`config.mk`:
```
export PLATFORM = sky130hd
export DESIGN_NAME = task_dependency_dispatcher_unit
export DESIGN_NICKNAME = d
export VERILOG_FILES = /design/src/rtl/tdd_pkg.sv /design/src/rtl/tdd_ram.sv /design/src/rtl/task_dependency_dispatcher_unit.sv
export SDC_FILE = /design/constraint.sdc
export NUM_CORES = 2
export LEC_CHECK = 0
export BUFFER_PORTS_ARGS = -buffer_cell sky130_fd_sc_hd__buf_2
export CAP_MARGIN = 20
export CORE_ASPECT_RATIO = 0.5
export CORE_UTILIZATION = 30
export CTS_BUF_LIST = sky130_fd_sc_hd__clkbuf_16
export CTS_CLUSTER_DIAMETER = 80
export DETAILED_ROUTE_END_ITERATION = 7
export GPL_TIMING_DRIVEN = 0
export HOLD_SLACK_MARGIN = 0.06
export PLACE_DENSITY = 0.53
export REMOVE_ABC_BUFFERS = 1
export SLEW_MARGIN = 30
export SYNTH_ARGS = -nofsm -noshare
export SYNTH_HDL_FRONTEND = slang
export SYNTH_HIERARCHICAL = 1
export SYNTH_SLANG_ARGS = --single-unit
export TNS_END_PERCENT = 5
```
`constraint.sdc`:
```
create_clock -name i_clk -period 5.9 [get_ports i_clk]
set_input_delay 0.59 -clock i_clk [delete_from_list [all_inputs] [get_ports i_clk]]
set_output_delay 0.59 -clock i_clk [all_outputs]
set_load 0.02 [all_outputs]
```
`src/rtl/tdd_pkg.sv`:
```
// Package: shared constants, command codes and state type of the task dispatcher.
`default_nettype none
package tdd_pkg;

    localparam int MAX_TASKS_DEF = 32;
    localparam int MAX_EDGES_DEF = 128;

    // Command codes
    localparam logic [3:0] CMD_CLEAR    = 4'd0;
    localparam logic [3:0] CMD_SUBMIT   = 4'd1;
    localparam logic [3:0] CMD_ADD_EDGE = 4'd2;
    localparam logic [3:0] CMD_ADD_REF  = 4'd3;
    localparam logic [3:0] CMD_DROP_REF = 4'd4;
    localparam logic [3:0] CMD_START    = 4'd5;
    localparam logic [3:0] CMD_COMPLETE = 4'd6;
    localparam logic [3:0] CMD_BIND     = 4'd7;
    localparam logic [3:0] CMD_QUERY    = 4'd8;

    // Task kinds held in the task table
    localparam logic [1:0] KIND_RUN  = 2'd0;
    localparam logic [1:0] KIND_HOLD = 2'd1;
    localparam logic [1:0] KIND_DONE = 2'd2;

    // Result kinds
    localparam logic [1:0] RES_ACK   = 2'd0;
    localparam logic [1:0] RES_READY = 2'd1;
    localparam logic [1:0] RES_COUNT = 2'd2;

    typedef enum logic [3:0] {
        S_IDLE,
        S_RD_A,
        S_CMD_A,
        S_AE_LINK,
        S_AE_B,
        S_SC_RD,
        S_SC_W,
        S_SD_RD,
        S_SD,
        S_DRAIN,
        S_EDGE,
        S_DEC,
        S_POP,
        S_FINISH
    } t_state;

endpackage
`default_nettype wire

```
`src/rtl/tdd_ram.sv`:
```
// Generic simple dual-port RAM with registered read.
`default_nettype none
module tdd_ram #(
    parameter int WIDTH = 8,
    parameter int DEPTH = 32
) (
    input  wire logic                     i_clk,
    input  wire logic                     i_we,
    input  wire logic [$clog2(DEPTH)-1:0] i_waddr,
    input  wire logic [WIDTH-1:0]         i_wdata,
    input  wire logic [$clog2(DEPTH)-1:0] i_raddr,
    output logic      [WIDTH-1:0]         o_rdata
);

    logic [WIDTH-1:0] mem [DEPTH];

    always_ff @(posedge i_clk) begin
        if (i_we) begin
            mem[i_waddr] <= i_wdata;
        end
        o_rdata <= mem[i_raddr];
    end

endmodule
`default_nettype wire

```
`src/rtl/task_dependency_dispatcher_unit.sv`:
```
// Top level: dependency-counting task dispatcher with memory-based task and edge tables.
`default_nettype none
// Usage:
//   A command transfer happens at a rising edge with start high and busy low.
//   busy stays high until the closing result is shown. Results appear
//   on the o_ result ports for one cycle each, marked by o_valid; the receiver
//   must take them as they come and cannot stall the block.
//   Every command gives zero or more ready results (result kind 1) and then
//   one closing result with o_last high (acknowledge, or count report on
//   query).
// Steps:
//   Clear, submit and unknown codes go straight to the closing result. Add ref,
//   bind and query read task a and then act on it. Add edge also links the new
//   edge and raises the count of the waiting task. Drop ref and complete walk
//   the successor edges of each resolved list. Start scans the counts of all
//   tasks, then visits each task once more and dispatches every ready task.
//   One command is worked at a time.
// Reset:
//   Synchronous, active low; clears task, edge and pending counts. Table
//   entries are written before they are read, so no clearing pass is run.
module task_dependency_dispatcher_unit #(
    parameter int MAX_TASKS = tdd_pkg::MAX_TASKS_DEF,
    parameter int MAX_EDGES = tdd_pkg::MAX_EDGES_DEF
) (
    input  wire logic       i_clk,
    input  wire logic       i_rst_n,
    input  wire logic       start,
    output logic            busy,
    input  wire logic [3:0] i_command,
    input  wire logic [4:0] i_first_task,
    input  wire logic [4:0] i_second_task,
    input  wire logic       i_task_kind,
    output logic            o_valid,
    output logic [1:0]      o_result_kind,
    output logic [4:0]      o_task_id,
    output logic [7:0]      o_ref_count,
    output logic [5:0]      o_pending_tasks,
    output logic            o_dup_dispatch,
    output logic            o_table_full,
    output logic            o_last
);

    import tdd_pkg::*;

    localparam int TW   = $clog2(MAX_TASKS);
    localparam int IW   = (TW > 5) ? TW : 5;
    localparam int CNTW = $clog2(MAX_TASKS + 1);
    localparam int EW   = $clog2(MAX_EDGES);
    localparam int PW   = EW + 1;
    localparam int SPW  = $clog2(MAX_TASKS + 2);
    localparam int ENTW = 10 + 2 * PW;
    localparam int FRW  = TW + PW + 1;
    localparam logic [PW-1:0] NO_EDGE = PW'(MAX_EDGES);

    // Control and payload registers
    t_state            r_state, n_state;
    logic [3:0]        r_cmd, n_cmd;
    logic [IW-1:0]     r_a, n_a;
    logic [IW-1:0]     r_b, n_b;
    logic              r_kind, n_kind;
    logic [IW-1:0]     r_id, n_id;
    logic [7:0]        r_refc, n_refc;
    logic              r_dup, n_dup;
    logic              r_full, n_full;
    logic [CNTW-1:0]   r_ttot, n_ttot;
    logic [PW-1:0]     r_etot, n_etot;
    logic [CNTW-1:0]   r_pend, n_pend;
    logic [CNTW-1:0]   r_idx, n_idx;
    logic [MAX_TASKS-1:0] r_ready, n_ready;
    logic [TW-1:0]     r_s, n_s;
    logic [PW-1:0]     r_tail, n_tail;
    logic [TW-1:0]     r_ft, n_ft;
    logic [PW-1:0]     r_fc, n_fc;
    logic              r_fm, n_fm;
    logic [SPW-1:0]    r_sp, n_sp;

    // Output registers
    logic              r_ov, n_ov;
    logic [1:0]        r_okind, n_okind;
    logic [IW-1:0]     r_oid, n_oid;
    logic [7:0]        r_orefc, n_orefc;
    logic [CNTW-1:0]   r_opend, n_opend;
    logic              r_odup, n_odup;
    logic              r_ofull, n_ofull;
    logic              r_olast, n_olast;

    // Memory ports
    logic              task_we;
    logic [TW-1:0]     task_wa, task_ra;
    logic [ENTW-1:0]   task_wd, task_rd;
    logic              tgt_we;
    logic [EW-1:0]     tgt_wa;
    logic [TW-1:0]     tgt_wd, tgt_rd;
    logic              nxt_we;
    logic [EW-1:0]     nxt_wa;
    logic [PW-1:0]     nxt_wd, nxt_rd;
    logic              stk_we;
    logic [TW-1:0]     stk_wa, stk_ra;
    logic [FRW-1:0]    stk_wd, stk_rd;

    // Decoded task entry and helpers
    logic [1:0]        d_state;
    logic [7:0]        d_refs;
    logic [PW-1:0]     d_head, d_tail;
    logic [7:0]        refs_inc;
    logic [IW-1:0]     in_a, in_b;
    logic              in_a_ok, in_b_ok;
    logic              cur_end;
    logic              tgt_bad;
    logic              do_disp;
    logic [7:0]        w_refs;
    logic [SPW-1:0]    sp_m1, sp_m2;

    assign d_state  = task_rd[ENTW-1 -: 2];
    assign d_refs   = task_rd[ENTW-3 -: 8];
    assign d_head   = task_rd[2*PW-1 -: PW];
    assign d_tail   = task_rd[PW-1:0];
    assign refs_inc = (d_refs == 8'hFF) ? d_refs : d_refs + 8'd1;
    assign in_a     = IW'(i_first_task);
    assign in_b     = IW'(i_second_task);
    assign in_a_ok  = (IW+1)'(in_a) < (IW+1)'(r_ttot);
    assign in_b_ok  = (IW+1)'(in_b) < (IW+1)'(r_ttot);
    assign cur_end  = (r_fc >= NO_EDGE) || (r_fc >= r_etot);
    assign tgt_bad  = (CNTW+1)'(tgt_rd) >= (CNTW+1)'(r_ttot);
    assign sp_m1    = r_sp - SPW'(1);
    assign sp_m2    = r_sp - SPW'(2);

    // Task table: kind, count, successor head and tail
    tdd_ram #(.WIDTH(ENTW), .DEPTH(MAX_TASKS)) u_task (
        .i_clk(i_clk), .i_we(task_we), .i_waddr(task_wa), .i_wdata(task_wd),
        .i_raddr(task_ra), .o_rdata(task_rd)
    );

    // Edge table split into target and next-link memories
    tdd_ram #(.WIDTH(TW), .DEPTH(MAX_EDGES)) u_tgt (
        .i_clk(i_clk), .i_we(tgt_we), .i_waddr(tgt_wa), .i_wdata(tgt_wd),
        .i_raddr(r_fc[EW-1:0]), .o_rdata(tgt_rd)
    );

    tdd_ram #(.WIDTH(PW), .DEPTH(MAX_EDGES)) u_nxt (
        .i_clk(i_clk), .i_we(nxt_we), .i_waddr(nxt_wa), .i_wdata(nxt_wd),
        .i_raddr(r_fc[EW-1:0]), .o_rdata(nxt_rd)
    );

    // Resolve stack: frames below the top one, which sits in registers
    tdd_ram #(.WIDTH(FRW), .DEPTH(MAX_TASKS)) u_stk (
        .i_clk(i_clk), .i_we(stk_we), .i_waddr(stk_wa), .i_wdata(stk_wd),
        .i_raddr(stk_ra), .o_rdata(stk_rd)
    );

    // Next state
    always_comb begin
        n_state = r_state;
        unique case (r_state)
            S_IDLE: begin
                if (start) begin
                    unique case (i_command)
                        CMD_ADD_EDGE: begin
                            if (in_a_ok && in_b_ok && r_etot < PW'(MAX_EDGES)) begin
                                n_state = S_RD_A;
                            end else begin
                                n_state = S_FINISH;
                            end
                        end
                        CMD_ADD_REF, CMD_DROP_REF, CMD_COMPLETE, CMD_BIND, CMD_QUERY: begin
                            n_state = in_a_ok ? S_RD_A : S_FINISH;
                        end
                        CMD_START: n_state = (r_pend != '0) ? S_SC_RD : S_FINISH;
                        default:   n_state = S_FINISH;
                    endcase
                end
            end
            S_RD_A:    n_state = (r_cmd == CMD_DROP_REF) ? S_DEC : S_CMD_A;
            S_CMD_A: begin
                if (r_cmd == CMD_ADD_EDGE) begin
                    n_state = S_AE_LINK;
                end else if (r_cmd == CMD_COMPLETE) begin
                    n_state = S_DRAIN;
                end else begin
                    n_state = S_FINISH;
                end
            end
            S_AE_LINK: n_state = S_AE_B;
            S_AE_B:    n_state = S_FINISH;
            S_SC_RD:   n_state = (r_idx >= r_ttot) ? S_SD_RD : S_SC_W;
            S_SC_W:    n_state = S_SC_RD;
            S_SD_RD: begin
                if (r_idx >= r_ttot) begin
                    n_state = S_FINISH;
                end else if (r_ready[r_idx[TW-1:0]]) begin
                    n_state = S_SD;
                end
            end
            S_SD:      n_state = S_DRAIN;
            S_DRAIN: begin
                if (r_sp == '0) begin
                    n_state = (r_cmd == CMD_START) ? S_SD_RD : S_FINISH;
                end else if (cur_end) begin
                    n_state = S_POP;
                end else begin
                    n_state = S_EDGE;
                end
            end
            S_EDGE:    n_state = tgt_bad ? S_DRAIN : S_DEC;
            S_DEC:     n_state = S_DRAIN;
            S_POP:     n_state = S_DRAIN;
            S_FINISH:  n_state = S_IDLE;
            default:   n_state = S_IDLE;
        endcase
    end

    // Datapath, memory ports and results
    always_comb begin
        n_cmd = r_cmd;   n_a = r_a;       n_b = r_b;       n_kind = r_kind;
        n_id = r_id;     n_refc = r_refc; n_dup = r_dup;   n_full = r_full;
        n_ttot = r_ttot; n_etot = r_etot; n_pend = r_pend; n_idx = r_idx;
        n_ready = r_ready; n_s = r_s;     n_tail = r_tail;
        n_ft = r_ft;     n_fc = r_fc;     n_fm = r_fm;     n_sp = r_sp;
        n_ov = 1'b0;     n_okind = r_okind; n_oid = r_oid; n_orefc = r_orefc;
        n_opend = r_opend; n_odup = r_odup; n_ofull = r_ofull; n_olast = r_olast;
        task_we = 1'b0;  task_wa = r_s;   task_wd = task_rd; task_ra = r_a[TW-1:0];
        tgt_we = 1'b0;   tgt_wa = r_etot[EW-1:0]; tgt_wd = r_b[TW-1:0];
        nxt_we = 1'b0;   nxt_wa = r_etot[EW-1:0]; nxt_wd = NO_EDGE;
        stk_we = 1'b0;   stk_wa = sp_m1[TW-1:0];  stk_wd = {r_ft, r_fc, r_fm};
        stk_ra = sp_m2[TW-1:0];
        do_disp = 1'b0;  w_refs = d_refs;

        case (r_state)
            // Command transfer
            S_IDLE: begin
                if (start) begin
                    n_cmd = i_command; n_a = in_a; n_b = in_b; n_kind = i_task_kind;
                    n_id = in_a; n_refc = 8'd0; n_dup = 1'b0; n_full = 1'b0;
                    n_s = in_a[TW-1:0];
                    n_idx = '0;
                    case (i_command)
                        CMD_CLEAR: begin
                            n_ttot = '0; n_etot = '0; n_pend = '0;
                        end
                        CMD_SUBMIT: begin
                            if (r_ttot >= CNTW'(MAX_TASKS)) begin
                                n_full = 1'b1;
                                n_id = '0;
                            end else begin
                                task_we = 1'b1;
                                task_wa = r_ttot[TW-1:0];
                                task_wd = {1'b0, i_task_kind, 8'd1, NO_EDGE, NO_EDGE};
                                n_id = IW'(r_ttot);
                                n_ttot = r_ttot + CNTW'(1);
                                n_pend = r_pend + CNTW'(1);
                            end
                        end
                        CMD_ADD_EDGE: begin
                            if (in_a_ok && in_b_ok && r_etot >= PW'(MAX_EDGES)) begin
                                n_full = 1'b1;
                            end
                        end
                        default: ;
                    endcase
                end
            end
            // Single-entry commands on task a
            S_CMD_A: begin
                task_wa = r_a[TW-1:0];
                case (r_cmd)
                    CMD_ADD_EDGE: begin
                        task_we = 1'b1;
                        task_wd = {d_state, d_refs,
                                   (d_tail == NO_EDGE) ? r_etot : d_head, r_etot};
                        n_tail = d_tail;
                        tgt_we = 1'b1;
                        nxt_we = 1'b1;
                    end
                    CMD_ADD_REF: begin
                        task_we = 1'b1;
                        task_wd = {d_state, refs_inc, d_head, d_tail};
                    end
                    CMD_BIND: begin
                        if (d_state == KIND_HOLD) begin
                            task_we = 1'b1;
                            task_wd = {1'b0, r_kind, d_refs, d_head, d_tail};
                        end
                    end
                    CMD_QUERY: n_refc = d_refs;
                    CMD_COMPLETE: begin
                        n_ft = r_a[TW-1:0];
                        n_fc = d_head;
                        n_fm = 1'b0;
                        n_sp = SPW'(1);
                    end
                    default: ;
                endcase
            end
            // Link the new edge behind the old tail and read the waiting task
            S_AE_LINK: begin
                task_ra = r_b[TW-1:0];
                if (r_tail != NO_EDGE) begin
                    nxt_we = 1'b1;
                    nxt_wa = r_tail[EW-1:0];
                    nxt_wd = r_etot;
                end
            end
            S_AE_B: begin
                task_we = 1'b1;
                task_wa = r_b[TW-1:0];
                task_wd = {d_state, refs_inc, d_head, d_tail};
                n_etot = r_etot + PW'(1);
            end
            // Start, first pass: lower every live count
            S_SC_RD: begin
                task_ra = r_idx[TW-1:0];
                if (r_idx >= r_ttot) begin
                    n_idx = '0;
                end
            end
            S_SC_W: begin
                n_ready[r_idx[TW-1:0]] = 1'b0;
                if (d_state != KIND_DONE && d_refs != 8'd0) begin
                    task_we = 1'b1;
                    task_wa = r_idx[TW-1:0];
                    task_wd = {d_state, d_refs - 8'd1, d_head, d_tail};
                    n_ready[r_idx[TW-1:0]] = (d_refs == 8'd1);
                end
                n_idx = r_idx + CNTW'(1);
            end
            // Start, second pass: dispatch tasks that reached zero
            S_SD_RD: begin
                task_ra = r_idx[TW-1:0];
                n_s = r_idx[TW-1:0];
                if (r_idx < r_ttot && !r_ready[r_idx[TW-1:0]]) begin
                    n_idx = r_idx + CNTW'(1);
                end
            end
            S_SD: begin
                task_we = 1'b1;
                task_wd = {d_state, d_refs, d_head, d_tail};
                do_disp = 1'b1;
            end
            // Walk step: read the next edge or pop the finished frame
            S_DRAIN: begin
                task_ra = r_ft;
                if (r_sp == '0 && r_cmd == CMD_START) begin
                    n_idx = r_idx + CNTW'(1);
                end
            end
            S_EDGE: begin
                task_ra = tgt_rd;
                n_s = tgt_rd;
                n_fc = nxt_rd;
            end
            S_DEC: begin
                if (d_refs != 8'd0) begin
                    w_refs = d_refs - 8'd1;
                    task_we = 1'b1;
                    task_wd = {d_state, w_refs, d_head, d_tail};
                    do_disp = (d_refs == 8'd1);
                end
            end
            S_POP: begin
                if (r_pend != '0) begin
                    n_pend = r_pend - CNTW'(1);
                end
                if (r_fm) begin
                    task_we = 1'b1;
                    task_wa = r_ft;
                    task_wd = {KIND_DONE, d_refs, d_head, d_tail};
                end
                n_sp = sp_m1;
                if (r_sp > SPW'(1)) begin
                    {n_ft, n_fc, n_fm} = stk_rd;
                end
            end
            // Closing result
            S_FINISH: begin
                n_ov = 1'b1;
                n_okind = (r_cmd == CMD_QUERY) ? RES_COUNT : RES_ACK;
                n_oid = r_id;
                n_orefc = r_refc;
                n_opend = r_pend;
                n_odup = r_dup;
                n_ofull = r_full;
                n_olast = 1'b1;
            end
            default: ;
        endcase

        // Dispatch of task r_s whose count reached zero
        if (do_disp) begin
            if (d_state == KIND_DONE) begin
                n_dup = 1'b1;
            end else if (d_state == KIND_RUN) begin
                task_wd = {KIND_DONE, w_refs, d_head, d_tail};
                n_ov = 1'b1;
                n_okind = RES_READY;
                n_oid = IW'(r_s);
                n_orefc = 8'd0;
                n_opend = r_pend;
                n_odup = 1'b0;
                n_ofull = 1'b0;
                n_olast = 1'b0;
            end else begin
                stk_we = (r_sp != '0);
                n_ft = r_s;
                n_fc = d_head;
                n_fm = 1'b1;
                n_sp = r_sp + SPW'(1);
            end
        end
    end

    // Registers
    always_ff @(posedge i_clk) begin
        if (!i_rst_n) begin
            r_state <= S_IDLE;
            r_ttot  <= '0;
            r_etot  <= '0;
            r_pend  <= '0;
            r_sp    <= '0;
            r_ov    <= 1'b0;
        end else begin
            r_state <= n_state;
            r_ttot  <= n_ttot;
            r_etot  <= n_etot;
            r_pend  <= n_pend;
            r_sp    <= n_sp;
            r_ov    <= n_ov;
        end
        r_cmd <= n_cmd;   r_a <= n_a;       r_b <= n_b;       r_kind <= n_kind;
        r_id <= n_id;     r_refc <= n_refc; r_dup <= n_dup;   r_full <= n_full;
        r_idx <= n_idx;   r_ready <= n_ready; r_s <= n_s;     r_tail <= n_tail;
        r_ft <= n_ft;     r_fc <= n_fc;     r_fm <= n_fm;
        r_okind <= n_okind; r_oid <= n_oid; r_orefc <= n_orefc; r_opend <= n_opend;
        r_odup <= n_odup; r_ofull <= n_ofull; r_olast <= n_olast;
    end

    // Ports
    assign busy            = (r_state != S_IDLE);
    assign o_valid         = r_ov;
    assign o_result_kind   = r_okind;
    assign o_task_id       = r_oid[4:0];
    assign o_ref_count     = r_orefc;
    assign o_pending_tasks = 6'(r_opend);
    assign o_dup_dispatch  = r_odup;
    assign o_table_full    = r_ofull;
    assign o_last          = r_olast;

endmodule
`default_nettype wire
```
== Yosys cells after proc, flatten, opt, wreduce, memory -nomap -nowiden ==
Memory sizes are Yosys's and may differ from the RTL's. A register that Yosys moved wholly into a read port is not among the register bits.
Cells that the tools add are included.

* Bitwise logic cells: 2
* Multiplexer cells: 160
* $lt $le $gt $ge: 13
* $add $sub $neg: 10
* Reductions and logical operators: 37
* Equality and inequality tests: 46

{| class="wikitable"
|+ Operator list
! cell !! number
|-
| 26-bit 2-to-1 mux || 8
|-
| 26-bit one-hot mux with 6 select lines || 1
|-
| 8-bit 2-to-1 mux || 19
|-
| 6-bit 2-to-1 mux || 16
|-
| 5-bit 2-to-1 mux || 17
|-
| 26-bit one-hot mux with 3 select lines || 1
|-
| 1-bit 2-to-1 mux || 52
|-
| 4-bit by 3-bit == test with 1-bit output (second input constant) || 12
|-
| 24-bit 2-to-1 mux || 2
|-
| 6-bit one-hot mux with 2 select lines || 4
|-
| 4-bit one-hot mux with 11 select lines || 1
|-
| 4-bit 2-to-1 mux || 10
|-
| 32-bit AND || 1
|-
| 32-bit bitwise mux || 1
|-
| 4-bit == test (second input constant) || 8
|-
| 32-bit 2-to-1 mux || 1
|-
| 32-bit inverter || 1
|-
| 8-bit one-hot mux with 2 select lines || 2
|-
| 6-bit one-hot mux with 5 select lines || 1
|-
| 5-bit one-hot mux with 5 select lines || 1
|-
| 6-bit by 1-bit adder with 6-bit output (second input constant) || 4
|-
| 4-bit by 2-bit == test with 1-bit output (second input constant) || 6
|-
| 8-bit one-hot mux with 3 select lines || 1
|-
| 5-bit one-hot mux with 4 select lines || 1
|-
| other kinds (54) || 97
|}

* Register bits after elaboration: 150
* Memories: 4
* RAM bits: 2,944
* Output and inout port bits: 26

{| class="wikitable"
|+ Memories
! name !! depth !! bits a word !! rd ports !! clocked after memory_dff !! wr ports !! line !! source
|-
| u_nxt.mem || 128 || 8 || 1 || 1 || 1 || tdd_ram.sv:15 || <nowiki>logic [WIDTH-1:0] mem [DEPTH];</nowiki>
|-
| u_task.mem || 32 || 26 || 1 || 1 || 1 || tdd_ram.sv:15 ||
|-
| u_tgt.mem || 128 || 5 || 1 || 1 || 1 || tdd_ram.sv:15 ||
|-
| u_stk.mem || 32 || 14 || 1 || 1 || 1 || tdd_ram.sv:15 ||
|}

== Logic depth before layout (Yosys ltp) ==
* Depth in word-level cells: 8
* Gate-level depth with buffers: 15
* Mapped depth without buffers: 10

== By module ==
Netlist, hierarchy kept.

{| class="wikitable"
|+ Modules (own cells, without submodules)
! module !! cells each !! times used !! area each (um^2) !! sequential area each (um^2)
|-
| tdd_ram (u_nxt) || 1,635 || 1 || 39,665.5 || 30,909.6
|-
| tdd_ram (u_task) || 1,848 || 1 || 32,961.6 || 25,504.5
|-
| tdd_ram (u_tgt) || 1,090 || 1 || 25,060.3 || 19,318.5
|-
| tdd_ram (u_stk) || 1,006 || 1 || 18,011.0 || 13,733.2
|-
| task_dependency_dispatcher_unit || 1,116 || 1 || 9,484.1 || 3,803.6
|}

== Worst setup path after synthesis ==
No wires, ideal clock.

* Path kind: reg2reg
* From: reg r_state[0]
* To: mem u_nxt.mem[0][0], data pin
* Library setup time: 0.798 ns
* Slack: 0.424 ns
* Buffers on the path: 3
* Clock period less this slack: 5.476 ns
* Data required time: 5.102 ns
* Cell stages (with the launch flop): 8
* Arrival time: 4.678 ns
* Cell sequence: dfxtp_1 -> clkbuf_1 -> buf_1 -> nand2_1 -> nor3_1 -> clkbuf_1 -> o21ai_1 -> nor2_1

* Longest elaborated chain between the ends: 2

{| class="wikitable"
|+ Ends and longest elaborated chain
! what !! line !! source
|-
| start: declaration || task_dependency_dispatcher_unit.sv:56 || <nowiki>t_state r_state, n_state;</nowiki>
|-
| start signal: assignment || task_dependency_dispatcher_unit.sv:421 || <nowiki>r_state <= n_state;</nowiki>
|-
| 4-bit by 2-bit == test with 1-bit output || task_dependency_dispatcher_unit.sv:228 || <nowiki>case (r_state)</nowiki>
|-
| 8-bit 2-to-1 mux || task_dependency_dispatcher_unit.sv:228 ||
|-
| net nxt_wd[0] || task_dependency_dispatcher_unit.sv:96 || <nowiki>logic [PW-1:0] nxt_wd, nxt_rd;</nowiki>
|-
| end: declaration || tdd_ram.sv:15 ||
|}

The timed path passes the listed nets, and every way through them passes these cells.

== Final worst setup path ==
* From: reg r_state[0]
* To: reg u_task.o_rdata[22] (read register of u_task.mem)

* Longest elaborated chain between the ends: 3
* Elaborated cells on any way between the ends: 7
* Classes of those cells: eq/ne: 5; mux: 1; reduce/logical: 1

{| class="wikitable"
|+ Ends and longest elaborated chain
! what !! line !! source
|-
| 4-bit by 3-bit == test with 1-bit output || task_dependency_dispatcher_unit.sv:228 ||
|-
| 2-bit OR reduction (no source line) || - ||
|-
| 5-bit one-hot mux with 4 select lines * || task_dependency_dispatcher_unit.sv:228 ||
|-
| net task_ra[0] || task_dependency_dispatcher_unit.sv:89 || <nowiki>logic [TW-1:0] task_wa, task_ra;</nowiki>
|-
| end: declaration || tdd_ram.sv:12 || <nowiki>output logic [WIDTH-1:0] o_rdata</nowiki>
|}

Mark *: on every way through the listed nets, which the timed path passes. The rest lies on a longest branch.
A chain may end at the register's enable or synchronous reset.

==> implementation parameters <==
Parameter                              Value

Run status
  Run status    finished clean

Logic synthesis
  Mean instance size in the synthesized netlist    around 19 um^2
  Proportion of register bits with asynchronous set or reset after synthesis    0%
  Fraction of synthesized area in multiplexers    15.29%
  Synth Area in Compound Gates    ~3.8%
  Register area share after synthesis    about 75%
  Adder-cell share of the synthesized area    0.4598%
  Number of instances in the synthesized netlist    about 6700
  Most instantiated flip-flop cell in the synthesis netlist    sky130_fd_sc_hd__edfxtp_1
  Warnings from Yosys    6
  Number of flops mapped to enable cells by yosys    roughly 3000
  Post-synthesis xor/xnor area fraction    less than 1%
  Count of different cell masters after synthesis    slightly below 80
  Combinational family with the most area after synthesis    multiplexers
  Post-synthesis sequential element count    3147
  Cell area after technology mapping    approximately 130000 um^2
  Simple-Gate Fraction of Synth Area    ~4%

Finish
  Most frequent standard cell in the layout excluding fill and tap cells    sky130_fd_sc_hd__edfxtp_1
  Fraction of final layout cells sized beyond drive strength 1    between 20% and 30%
  Fillcell total    ~38000
  Total Nets Final    a little over 7000
  Signed area change from the synthesized netlist to the final layout    17.98%
  Highest-count cells in the layout ignoring fill and taps    sky130_fd_sc_hd__edfxtp_1 (3024), sky130_fd_sc_hd__mux2i_1 (655), sky130_fd_sc_hd__mux4_2 (548), sky130_fd_sc_hd__nor2_1 (327), sky130_fd_sc_hd__clkbuf_16 (317)

Floorplan
  Starting Density    30.18%
  Die Height    458.8 um
  Cell Rows    approximately 170
  Placeable core area    414800 um^2
  Die Width    approximately 900 um
  Die Footprint    between 400000 and 500000 um^2
  Number of I/O pins    44

Global routing
  Number of global-route vias before repair    around 64000
  Wire length of the first global-routing pass    around 470000 um
  All-layer global routing usage    roughly 15%
  Antenna violations before repair    19
  Final global-route overflow total    0
  Pin count of the biggest net entering global routing    54

Worst setup path
  Startpoint class of the critical path    flip-flop
  Critical path peak fanout    21
  WP data required    around 6.5 ns
  Capturing element type of the critical path    flip-flop
  Kind of critical path    reg -> reg
  Arrival time of data at the critical path endpoint    a little over 6 ns
  CP startpoint    r_state[0]
  Beginning of the worst register-to-register path    r_state[0]

STA
  Worst-case clock skew    between 0.08 and 0.09 ns
  Worst Tran Pin Value    between 1 and 1.5 ns
  Post-route fraction of the period consumed by the critical path    roughly 95%
  Final critical delay including setup and external delays    about 5.6 ns
  Upper clock frequency limit    between 150 and 200 MHz
  Setup total negative slack    0 ns
  Minimum hold slack    between 0.1 and 0.15 ns
  Pins Over Slew Limit    0
  Total setup violations reported at the end of the flow    0
  Count of endpoints failing hold in the final timing report    0
  Max_slew headroom    30.03%
  RSZ-0062 raised after global routing    no

Flow run
  Max-cap check violation count    0

Pwr
  Maximum VDD drop    around 0.36 mV
  Power density over cell area    between 400 and 500 nW/um^2
  Leak    around 46 nW

Placement
  HPWL Detailed    between 200000 and 250000 um
  Number of buffers added on ports    between 40 and 50
  Routability-driven placement congestion ratio    just over 0.8

Clocking
  Worst-Skew Late Latency    about 0.90 ns
  H-tree level count    5
  Clk pin slew, worst setup/hold paths    around 0.06 ns
  Post_cts resized    0
  TritonCTS clock tree    done
  Clock Tree Root    sky130_fd_sc_hd__clkbuf_16
  Clock Path Buffers    4
  TritonCTS buffer count    between 300 and 400
  Clock Sinks    between 3000 and 4000

Min path
  Min-delay src    i_rst_n
  Classification of the worst-slack hold path    in -> reg

Routing
  Final routed wire length divided by cell count    about 25 um
  Detailed router's first-iteration violation count    about 6700
  DRC Markers    0
  Antenna violation net count after detailed routing    0
  Final wirelength    between 300000 and 400000 um
  Via count normalized by instance count    a little over 5
  Vias post-DR    approximately 65000
  1st-pass router iterations    7
-- repair_timing --
item,in CTS,in global routing
hold buffers,15,0
buffers inserted,0,3
endpoints found under the setup margin,0,15
hold endpoints to repair,24,0
-- critical path: stages, from the launching register on --
cell and delay (ns):
sky130_fd_sc_hd__dfxtp_1 0.82, sky130_fd_sc_hd__nand2_1 0.38, sky130_fd_sc_hd__o21ai_0 0.76, sky130_fd_sc_hd__nor2_1 0.16, sky130_fd_sc_hd__a31oi_4 0.54, sky130_fd_sc_hd__buf_16 0.24, sky130_fd_sc_hd__buf_8 0.22, sky130_fd_sc_hd__buf_8 0.20
sky130_fd_sc_hd__buf_8 0.20, sky130_fd_sc_hd__buf_16 0.18, sky130_fd_sc_hd__buf_16 0.16, sky130_fd_sc_hd__buf_16 0.16, sky130_fd_sc_hd__buf_8 0.16, sky130_fd_sc_hd__mux2i_1 0.19, sky130_fd_sc_hd__a22o_1 0.16, sky130_fd_sc_hd__nor3_1 0.06
sky130_fd_sc_hd__a31oi_1 0.30, sky130_fd_sc_hd__nand3_1 0.37
-- flip-flops by register name, summed over array words and instances, names as in the netlist, 6 cells and up, named ones only --
register	count
u_stk/o_rdata	14
r_pend	6
r_sp	6
r_ttot	6
r_fc	8
r_etot	8
u_tgt/mem	640
o_pending_tasks	6
u_nxt/o_rdata	8
u_task/o_rdata	26
o_ref_count	8
r_tail	8
r_idx	6
u_stk/mem	448
r_refc	8
u_task/mem	832
u_nxt/mem	1024
-- synth_stat cells (all sizes together), types with 21 or more instances --
master / count / share of area [%]
edfxtp: 3024 / 73
mux2i: 655 / 5.2
mux4: 548 / 9.9
nor2: 411 / 1.2
nand2: 305 / 0.91
buf: 223 / 1.2
a21oi: 196 / 0.78
nand3: 174 / 0.70
clkbuf: 160 / 0.48
a22oi: 149 / 0.89
dfxtp: 123 / 2.0
a22o: 91 / 0.64
nor3: 85 / 0.35
o21ai: 77 / 0.31
a31oi: 46 / 0.23
ha: 46 / 0.46
inv: 41 / 0.12
o22ai: 39 / 0.19
nand4: 28 / 0.14
nor2b: 27 / 0.13
nand2b: 24 / 0.12
mux2: 21 / 0.20
-- power breakdown --
group / total, mW / internal, mW / leakage [nW] / switching, mW
clock: 18.9 / 10.4 / 4.96 / 8.49
sequential: 28.2 / 26.9 / 28.0 / 1.27
combinational: 19.3 / 8.02 / 12.8 / 11.3
total: 66.5 / 45.4 / 45.8 / 21.1
-- logic make-up after synthesis --
| family | Yosys count |
|---|---|
| DFF | 3147 |
| muxes | 1224 |
| and+or+nand+nor | 1123 |
| AOI/OAI and AO/OA | 706 |
| buffers and inverters | 427 |
| adders and majority gates | 46 |
| xor gates and xnor gates | 22 |
-- layer usage --
layer / global-route usage, % / up-vias / routed length (um)
met5: 0 / - / 13
met4: 3.702 / 2 / 7893
met3: 2.214 / 496 / 19060
met2: 23.57 / 2070 / 149300
met1: 21.60 / 34260 / 145600
li1: - / 27870 / -
-- final timing paths --
path                                           end  slack (ns)  cells after the start
worst min-delay path                       r_sp[0]        0.14                      2
worst max register to register  u_task/o_rdata[22]        0.31                     17
worst max-delay path            u_task/o_rdata[22]        0.31                     17
worst min register to register                r_fm        0.45                      1
-- metrics by stage --
| stage | utilization [%] | power, mW | setup WS (ns) | std cells | cell area [um^2] |
|---|---|---|---|---|---|
| floorplan | - | 39.14 | -30.66 | 6312 | 123100 |
| global placement | 31.42 | 43.55 | -48.07 | 11930 | 130300 |
| detailed placement | 33.27 | 48.09 | 0.1403 | 12260 | 138000 |
| CTS | 35.59 | 67.06 | 0.07487 | 12820 | 147600 |
| global route | 35.60 | 68.92 | 0.1832 | 12830 | 147700 |
| finish | 35.61 | 66.46 | 0.3120 | 12830 | 147700 |
-- area by class of cell --
type	instances	area (um^2)	share of cell area, %
Antenna cell	6	15.01	0.01017
Clock buffer	317	7933	5.371
Clock inverter	234	1560	1.056
Inverter	44	165.2	0.1118
Multi-Input combinational cell	3121	30570	20.70
Sequential cell	3147	93310	63.18
Tap cell	5577	6978	4.725
Timing Repair Buffer	386	7161	4.848
(Power assumes the default switching activity.)
